<file path="src/rsi_fifo.sv">
// ----------------------------------------------------------------------------
// rsi_fifo: short queue between the front and the back
// A register-based FIFO with a fill count; full and empty flags come from it.
// ----------------------------------------------------------------------------
module rsi_fifo #(
   parameter int WIDTH = 8,
   parameter int DEPTH = 4
) (
   input  logic             clock,
   input  logic             reset,
   input  logic             wr_valid,
   output logic             wr_ready,
   input  logic [WIDTH-1:0] wr_data,
   output logic             rd_valid,
   input  logic             rd_ready,
   output logic [WIDTH-1:0] rd_data
);
   localparam int AW = (DEPTH > 1) ? $clog2(DEPTH) : 1;

   logic [WIDTH-1:0] mem_ff [DEPTH];
   logic [AW-1:0]    wp_ff, wp_in, rp_ff, rp_in;
   logic [AW:0]      cnt_ff, cnt_in;
   logic             do_wr, do_rd;

   assign wr_ready = (cnt_ff != AW'(0) + (AW+1)'(DEPTH));
   assign rd_valid = (cnt_ff != '0);
   assign rd_data  = mem_ff[rp_ff];
   assign do_wr    = wr_valid && wr_ready;
   assign do_rd    = rd_valid && rd_ready;

   always_comb begin
      wp_in  = do_wr ? ((wp_ff == AW'(DEPTH-1)) ? '0 : wp_ff + 1'b1) : wp_ff;
      rp_in  = do_rd ? ((rp_ff == AW'(DEPTH-1)) ? '0 : rp_ff + 1'b1) : rp_ff;
      cnt_in = cnt_ff + (AW+1)'(do_wr) - (AW+1)'(do_rd);
   end

   always_ff @(posedge clock) begin
      if (reset) begin
         wp_ff  <= '0;
         rp_ff  <= '0;
         cnt_ff <= '0;
      end else begin
         wp_ff  <= wp_in;
         rp_ff  <= rp_in;
         cnt_ff <= cnt_in;
      end
      if (do_wr) mem_ff[wp_ff] <= wr_data;
   end
endmodule

</file>
<file path="config.mk">
export PLATFORM = sky130hd
export DESIGN_NAME = rsi_fifo
export DESIGN_NICKNAME = d
export VERILOG_FILES = /design/src/rsi_fifo.sv
export SDC_FILE = /design/constraint.sdc
export NUM_CORES = 1
export LEC_CHECK = 0
export ABC_AREA = 1
export BUFFER_PORTS_ARGS = -buffer_cell sky130_fd_sc_hd__buf_2
export CORE_ASPECT_RATIO = 0.6
export CORE_UTILIZATION = 25
export CTS_BUF_LIST = sky130_fd_sc_hd__clkbuf_4 sky130_fd_sc_hd__clkbuf_8 sky130_fd_sc_hd__clkbuf_16
export DETAILED_ROUTE_END_ITERATION = 8
export PLACE_DENSITY = 0.43
export RECOVER_POWER = 25
export SYNTH_ARGS = -nofsm -noshare
export SYNTH_HDL_FRONTEND = slang
export SYNTH_SLANG_ARGS = --single-unit
</file>
<file path="constraint.sdc">
create_clock -name clock -period 1.8 [get_ports clock]
set_input_delay 0 -clock clock [delete_from_list [all_inputs] [get_ports clock]]
set_output_delay 0 -clock clock [all_outputs]
set_load 0.005 [all_outputs]
</file>
# After elaboration in Yosys (flattened, before gate mapping)
# Memories as Yosys holds them, arrays and structs flattened. A register that Yosys moved wholly into a read port is not among the register bits.
# Index checks and enable logic that the tools add are counted.
[classes] add_sub_neg=4 n_eq_ne=3 mux=6 n_reduce_logical=3
[ops] cell="2-bit two-way mux" count=4
[ops] cell="2-bit by 1-bit adder with 2-bit output (second input constant)" count=2
[ops] cell="2-bit == test (second input constant)" count=2
[ops] cell="3-bit by 1-bit adder with 3-bit output" count=1
[ops] cell="3-bit != test (second input constant)" count=1
[ops] cell="3-bit nonzero test" count=1
[ops] cell="3-bit by 1-bit subtractor with 3-bit output" count=1
[ops] cell="1-bit logical AND" count=2
[ops] cell="1-bit two-way mux" count=2
[totals] reg_bits=7 mem_bits_rw=32 wordCells=20 n_memories=1
[memory_table] name="mem_ff" depth=4 word_bits=8 rd=1 rd_clocked_by_memory_dff=1 write_ports=1 line="20" rtl="logic [WIDTH-1:0] mem_ff [DEPTH];"

# Longest topological paths before layout
# Gate-level depths: netlist of run 1.
[depth] ltp_word=4 depth_mapped=12

# Worst setup path after synthesis of run 1
# No wires, ideal clock.
[synth_timing] kind="flip-flop to flip-flop" start="reg cnt_ff[1]" end="reg cnt_ff[2]" setup_ns=0.113 t_arrival_ns=1.660 path_slack_ns=0.027 path_stages_with_launch=13 n_path_buf=0 cell_sequence="dfxtp_1 > nor2_4 > nand2_4 > nand2_4 > ha_1 > inv_1 > ha_1 > inv_1 > fa_1 > inv_1 > nand2_1 > nand2_1 > nor2_1"
[synth_between] elab_chain_len=4
[synth_rtl] item="start, declared" line="22" rtl="logic [AW:0] cnt_ff, cnt_in;"
[synth_rtl] item="start signal, assigned" line="45" rtl="cnt_ff <= cnt_in;"
[synth_rtl] item="3-bit != test" line="25" rtl="assign wr_ready = (cnt_ff != AW'(0) + (AW+1)'(DEPTH));"
[synth_rtl] item="via wr_ready" line="12" rtl="output logic wr_ready,"
[synth_rtl] item="1-bit logical AND" line="28" rtl="assign do_wr = wr_valid && wr_ready;"
[synth_rtl] item="3-bit by 1-bit adder with 3-bit output" line="34" rtl="cnt_in = cnt_ff + (AW+1)'(do_wr) - (AW+1)'(do_rd);"
[synth_rtl] item="3-bit by 1-bit subtractor with 3-bit output" line="34"
# The timed path passes the listed nets, and every way through them passes these cells.
# A chain may end at the register's enable or synchronous reset.

# Worst setup path in the final report of run 1
[layout_timing] start="reg cnt_ff[0]" end="reg cnt_ff[1]"
[layout_between] elab_chain_len=4
[layout_rtl] item="3-bit != test" line="25"
[layout_rtl] item="1-bit logical AND" line="28"
[layout_rtl] item="3-bit by 1-bit adder with 3-bit output" line="34"
[layout_rtl] item="3-bit by 1-bit subtractor with 3-bit output *" line="34"
# Every way passes the cells marked *; elsewhere a longest branch is shown, timed or not.

==> results.sh, run 1 <==
export IMPL_status="finished clean"
export IMPL_antenna_found_initial=0
export IMPL_die_h_um=66
export IMPL_timing_setup_tns_ns=0
export IMPL_cts_root_buffer="clkbuf_16"
export IMPL_power_density_nw_per_um2=1410
export IMPL_rsz0062_at_grt="true"
export IMPL_slowest_stage="fa_2"
export IMPL_fin_worst_skew_ns=0.00445
export IMPL_clock_sinks=41
export IMPL_path_class="flop to flop"
export IMPL_dpl_cell_count=256
export IMPL_initial_core_util_pct=26.8
export IMPL_final_cells=275
export IMPL_cts_htree_levels=2
export IMPL_synth_area_leader_cell="edfxtp_1"
export IMPL_drt_iter0_drc=46
export IMPL_holdPathEnd="wp_ff[1]"
export IMPL_synth_area_per_cell_um2=12.3
export IMPL_portBuffers=21
export IMPL_drive_gt1_share_pct=29.3
export IMPL_yosys_most_used_dff="edfxtp_1"
export IMPL_gp_congestion=0.751
export IMPL_grt_overflow=0
export IMPL_insertion_delay_ns=0.28
export IMPL_hold_ws_ns=0.0472
export IMPL_finalCritPeriodShare_pct=96.4
export IMPL_critPathMaxFanout=3
export IMPL_synth_yosys_warnings=0
export IMPL_max_stage_delay_ns=0.51
export IMPL_tightestPinTransition_ns=0.337
export IMPL_grt_pass1_wl_um=5650
export IMPL_clk_pin_slew_ns=0.05
export IMPL_path_cells="nor2_4, nand2_4, nand2_4, ha_1, inv_1, ha_1, inv_1, fa_2, nor2_1"
export IMPL_num_io_pins=22
export IMPL_cts_tree="yes"
export IMPL_vias=1174
export IMPL_report_final_hold_viol_count=0
export IMPL_r2r_end="cnt_ff[1]"
export IMPL_min_from="wr_valid"
export IMPL_drcViolationCount=0
export IMPL_syn_area_um2=1710
export IMPL_synthDistinctLibCells=21
export IMPL_setup_viol_count_final=0
export IMPL_p_leak_uw=0.000889
export IMPL_totalWireLength_um=3560
export IMPL_rr_worst_depth=9
export IMPL_ys_seq_area_share_pct=66.9
export IMPL_post_place_ws_ns=0.0237
export IMPL_syn_inst=139
export IMPL_grt_max_degree=17
export IMPL_synth_edff_count=32
export IMPL_die_x_um=109
export IMPL_max_slew_margin_pct=77.5
export IMPL_track_usage_pct=11.3
export IMPL_syn2layout_area_growth_pct=32.3
export IMPL_n_antenna_cell=0
export IMPL_hpwl_um=2600
export IMPL_cpLargestDelayFamily="adder cells"
export IMPL_ys_top_cells_by_count="edfxtp_1 (32), nor2_1 (31), inv_1 (12), o21ai_0 (12), dfxtp_1 (9)"
export IMPL_r2r_setup_slack_ns=0.06
export IMPL_max_freq_mhz=576
export IMPL_total_power_uw=3180
export IMPL_async_reset_ff_share_pct=0
export IMPL_synth_most_common_cell="edfxtp_1"
export IMPL_r2r_start="cnt_ff[0]"
export IMPL_grt_pass1_vias=1183
export IMPL_drt_antenna_violating_nets=0
export IMPL_arrival_ns=1.91
export IMPL_crit_required_ns=1.98
export IMPL_max_clock_path_buffers=2
export IMPL_hold_class="primary input to flop"
export IMPL_setup_ws_ns=0.0647
export IMPL_period_minus_slack_ns=1.74
export IMPL_n_fill_cell=625
export IMPL_cp_start_kind="flop"
export IMPL_wl_per_cell_um=12.9
export IMPL_core_um2=6360
export IMPL_slew_violations=0
export IMPL_yosysTopAreaCellShare_pct=56.3
export IMPL_viasPerCell=4.27
export IMPL_final_nets=210
export IMPL_cp_num_buf_inv=2
export IMPL_regArea_um2=1140
export IMPL_synth_seq_cells=41
export IMPL_vdd_drop_max_v=0.000419
export IMPL_cap_violations=0
export IMPL_multiInputGateArea_um2=493
export IMPL_rows=22
export IMPL_die_area_um2=7170
export IMPL_dr_pass1_iters=4
export IMPL_cp_end_kind="flop"
export IMPL_whs_path_depth=3
export IMPL_cts_buffers=5
export IMPL_synth_area_top_cells="edfxtp_1 (56%), dfxtp_1 (11%), nor2_1 (6.8%), ha_1 (5.1%), o21ai_0 (3.5%)"
export IMPL_syn_nets=159
worst max path at each step:
| stage | start | to | slack (ns) | depth (start not counted) |
|---|---|---|---|---|
| 5_1_grt | cnt_ff[0] | cnt_ff[2] | -0.01 | 12 |
| 6_report | cnt_ff[0] | cnt_ff[1] | 0.06 | 9 |
| 2_1_floorplan | cnt_ff[1] | cnt_ff[2] | 0.03 | 12 |
| 3_5_place_dp | cnt_ff[2] | cnt_ff[2] | 0.02 | 11 |
| 4_1_cts | cnt_ff[2] | cnt_ff[2] | 0.01 | 11 |
| 3_3_place_gp | cnt_ff[2] | cnt_ff[2] | 0.06 | 11 |
through the flow:
| step | utilization, % | instance area, µm² |
|---|---|---|
| CTS | 35.3 | 2240 |
| finish | 35.5 | 2260 |
| floorplan | - | 1710 |
| global placement | 31.4 | 2000 |
| detailed placement | 31.4 | 2000 |
| global route | 35.5 | 2260 |
where the power goes:
group / internal [µW] / switching (µW)
Combinational: 448 / 537
Sequential: 1190 / 104
Clock: 566 / 335
Total: 2200 / 976
repair_timing:
action,CTS,global route
setup buffers,0,2
gates resized for setup,0,5
setup endpoints to repair,0,2
hold endpoints to repair,34,0
hold buffers,9,0
cells by family (layout without fill, tap and decap cells):
logic type	after synthesis	in the layout	share of synthesized area, %
AOI/OAI and AO/OA	26	26	9.46
adders and majority gates	8	8	6.30
xor gates and xnor gates	1	1	0.513
DFF	41	41	66.9
buffers and inverters	16	68	4.40
and+or+nand+nor	47	47	12.5
metal layers:
layer / up-vias / track usage [%] / share of wire [%]
met5: - / 0 / 0
met4: 0 / 5.07 / 1.8
met3: 8 / 3.55 / 3.2
met2: 18 / 17.8 / 45
met1: 568 / 14.2 / 50
li1: 580 / - / -
cells in the final DEF, fill, tap and decap left out:
cell,netlist,layout
ha_1,7,7
clkbuf_1,0,6
nand2_4,2,2
nand3b_1,2,2
a21oi_1,1,1
buf_4,0,16
nor2_1,31,31
nand2_1,8,8
or2_2,1,1
a21boi_2,1,1
fa_2,0,1
clkbuf_4,0,1
clkbuf_8,0,1
o22ai_1,8,8
buf_2,0,15
dlygate4sd3_1,0,9
dfxtp_2,0,3
edfxtp_1,32,32
inv_1,12,11
dfxtp_1,9,6
clkbuf_16,0,5
inv_2,2,3
clkinvlp_4,0,1
o21ai_0,12,12
nand3_1,1,1
nor2_2,1,1
o21ai_2,4,4
nor2_4,1,1
xnor2_1,1,1
final cells by class:
type                       count  share of cell area [%]
clock buffer                   7                    6.49
sequential                    41                    50.7
clock inverter                 1                   0.333
timing repair buffer          46                    13.6
inverter                      14                    2.33
multi-input combinational     82                    21.8
tap                           84                    4.66
tightest hold or removal path, stage by stage:
cell	delay (ns)
buf_2	0.13
a21oi_1	0.07
nor2_1	0.09
state kept, by name, summed over array words and instances, names as in the netlist, named ones only:
name and cells:
mem_ff 32, cnt_ff 3, rp_ff 2, wp_ff 2
Power figures use the tool's default switching activity.
==> inputs of run 2 (changes only) <==
ABC_AREA = not set   (was 1)
PLACE_DENSITY = 0.44   (was 0.43)
==> results.sh, run 2 <==
export IMPL_final_common_cell="edfxtp_1"
export IMPL_syn_nets=111
export IMPL_netSwitchingFraction_pct=28.0
export IMPL_synth_most_common_cell="edfxtp_1"
export IMPL_switching_power_uw=757
export IMPL_critPathMaxFanout=3
export IMPL_synth_area_leader_cell="edfxtp_1"
export IMPL_cts_buffers=5
export IMPL_status="finished, violations left"
export IMPL_cts_root_buffer="clkbuf_8"
export IMPL_rows=22
export IMPL_crit_required_ns=1.97
export IMPL_drcViolationCount=0
export IMPL_clock_sinks=41
export IMPL_totalWireLength_um=3040
export IMPL_ys_seq_area_share_pct=69.9
export IMPL_ys_top_cells_by_count="edfxtp_1 (32), dfxtp_1 (9), mux4_2 (8)"
export IMPL_portBuffers=21
export IMPL_n_antenna_cell=0
export IMPL_hold_class="primary input to flop"
export IMPL_drt_iter0_drc=27
export IMPL_largest_reg_flops=32
export IMPL_cp_end_kind="flop"
export IMPL_async_reset_ff_share_pct=0
export IMPL_die_h_um=64.6
export IMPL_synth_area_per_cell_um2=17.9
export IMPL_syn2layout_area_growth_pct=29.6
export IMPL_synthDistinctLibCells=26
export IMPL_p_leak_uw=0.000757
export IMPL_initial_core_util_pct=26.4
export IMPL_die_area_um2=6870
export IMPL_setup_ws_ns=-0.302
export IMPL_finalCritPeriodShare_pct=117
export IMPL_yosysTopAreaCellShare_pct=58.9
export IMPL_antenna_found_initial=0
export IMPL_p_comb_share_pct=30.6
export IMPL_synth_seq_cells=41
export IMPL_setup_viol_count_final=2
export IMPL_rsz0062_at_grt="true"
export IMPL_track_usage_pct=10.0
export IMPL_power_density_nw_per_um2=1280
export IMPL_cts_tree="yes"
export IMPL_p_int_uw=1950
export IMPL_final_cells=215
export IMPL_period_minus_slack_ns=2.10
export IMPL_wl_per_cell_um=14.1
export IMPL_violations="negative setup slack"
export IMPL_drt_antenna_violating_nets=0
export IMPL_arrival_ns=2.27
export IMPL_regArea_um2=1150
export IMPL_timing_setup_tns_ns=-0.421
export IMPL_layout_common_cells="edfxtp_1 (32), buf_2 (15), mux4_2 (8), dlygate4sd3_1 (8), buf_4 (7)"
export IMPL_synth_area_top_cells="edfxtp_1 (59%), dfxtp_1 (11%), mux4_2 (11%), ha_1 (5.4%), and3_2 (1.8%)"
export IMPL_grt_pass1_wl_um=4830
export IMPL_path_class="flop to flop"
export IMPL_grt_max_degree=14
export IMPL_synth_yosys_warnings=0
export IMPL_largest_register="mem_ff"
export IMPL_yosys_most_used_dff="edfxtp_1"
export IMPL_grt_overflow=0
export IMPL_r2r_setup_slack_ns=-0.30
export IMPL_die_x_um=106
export IMPL_synth_edff_count=32
export IMPL_vdd_drop_max_v=0.000295
export IMPL_dr_pass1_iters=4
export IMPL_fin_worst_skew_ns=0.0115
export IMPL_cap_violations=0
export IMPL_syn_inst=91
export IMPL_multiInputGateArea_um2=514
export IMPL_power_frac_clock_pct=23.2
export IMPL_insertion_delay_ns=0.29
export IMPL_reg_top3="mem_ff: 32 flops, cnt_ff: 3 flops"
export IMPL_num_io_pins=22
export IMPL_grt_pass1_vias=957
export IMPL_max_freq_mhz=476
export IMPL_drive_gt1_share_pct=44.3
export IMPL_final_util_pct=34.2
export IMPL_seqPwrFrac_pct=46.2
export IMPL_cp_start_kind="flop"
export IMPL_final_nets=150
export IMPL_tightestPinTransition_ns=0.438
export IMPL_vias=896
export IMPL_n_fill_cell=598
export IMPL_total_power_uw=2700
export IMPL_cts_htree_levels=2
export IMPL_report_final_hold_viol_count=0
export IMPL_max_clock_path_buffers=2
export IMPL_hpwl_um=2100
export IMPL_slew_violations=0
export IMPL_max_slew_margin_pct=70.8
export IMPL_clk_pin_slew_ns=0.07
export IMPL_syn_area_um2=1630
export IMPL_dpl_cell_count=197
export IMPL_gp_congestion=0.656
export IMPL_viasPerCell=4.17
export IMPL_core_um2=6190
export IMPL_hold_ws_ns=0.0219
## run 2: cell type report
class	count	area share (%)
timing repair buffer	36	10.9
multi-input combinational	41	24.3
clock inverter	1	0.355
clock buffer	7	4.26
sequential	41	54.2
inverter	5	1.01
tap	84	4.97
## run 2: metal layers
layer / up-vias / global-route usage, % / wire, µm
met1: 453 / 12.3 / 1470
met4: 0 / 5.21 / 52
li1: 420 / - / -
met3: 5 / 3.62 / 121
met5: - / 0 / 0
met2: 18 / 15.5 / 1400
## run 2: through the flow
stage / setup slack (ns) / instance area, µm²
finish: -0.302 / 2120
detailed placement: -0.383 / 1860
floorplan: -0.355 / 1640
global placement: -0.310 / 1860
CTS: -0.321 / 2110
global route: -0.376 / 2120
## run 2: path summary, 6_finish.rpt
kind	startpoint	end	depth (start not counted)
worst max-delay path	cnt_ff[1]	cnt_ff[2]	10
worst min-delay path	reset	cnt_ff[2]	2
worst min register to register	rp_ff[0]	rp_ff[0]	2
worst max register to register	cnt_ff[1]	cnt_ff[2]	10
## run 2: logic make-up (layout without fill, tap and decap cells)
logic type	count (synthesis)	after routing	synth area share [%]
buf+inv	9	49	2.60
mux	9	9	11.6
simple gates	17	17	6.28
xor+xnor	1	1	0.536
compound gates	6	6	2.45
fa+ha+maj	8	8	6.59
flops	41	41	69.9
## run 2: what timing repair did
| action | in CTS | in global routing |
|---|---|---|
| hold endpoints to repair | 32 | 0 |
| setup buffers | 2 | 0 |
| gates resized for setup | 14 | 2 |
| setup endpoints to repair | 2 | 2 |
| pin swaps | 8 | 2 |
| hold buffers | 8 | 0 |
## run 2: power groups by stage
stage / Sequential, µW / Combinational, µW / Clock, µW
floorplan: 1240 / 438 / 0
global placement: 1260 / 652 / 0
detailed placement: 1270 / 673 / 0
CTS: 1250 / 810 / 649
global route: 1270 / 915 / 691
finish: 1250 / 827 / 626
## run 2: worst max-delay path, cell delays in order, from the launching register on
cell and delay, ns:
dfxtp_4 0.35, or3b_4 0.41, nand2_4 0.08, ha_4 0.20, inv_4 0.06, ha_4 0.13, inv_2 0.03, fa_2 0.34
xor2_2 0.18, and2_4 0.18, nor3_4 0.03
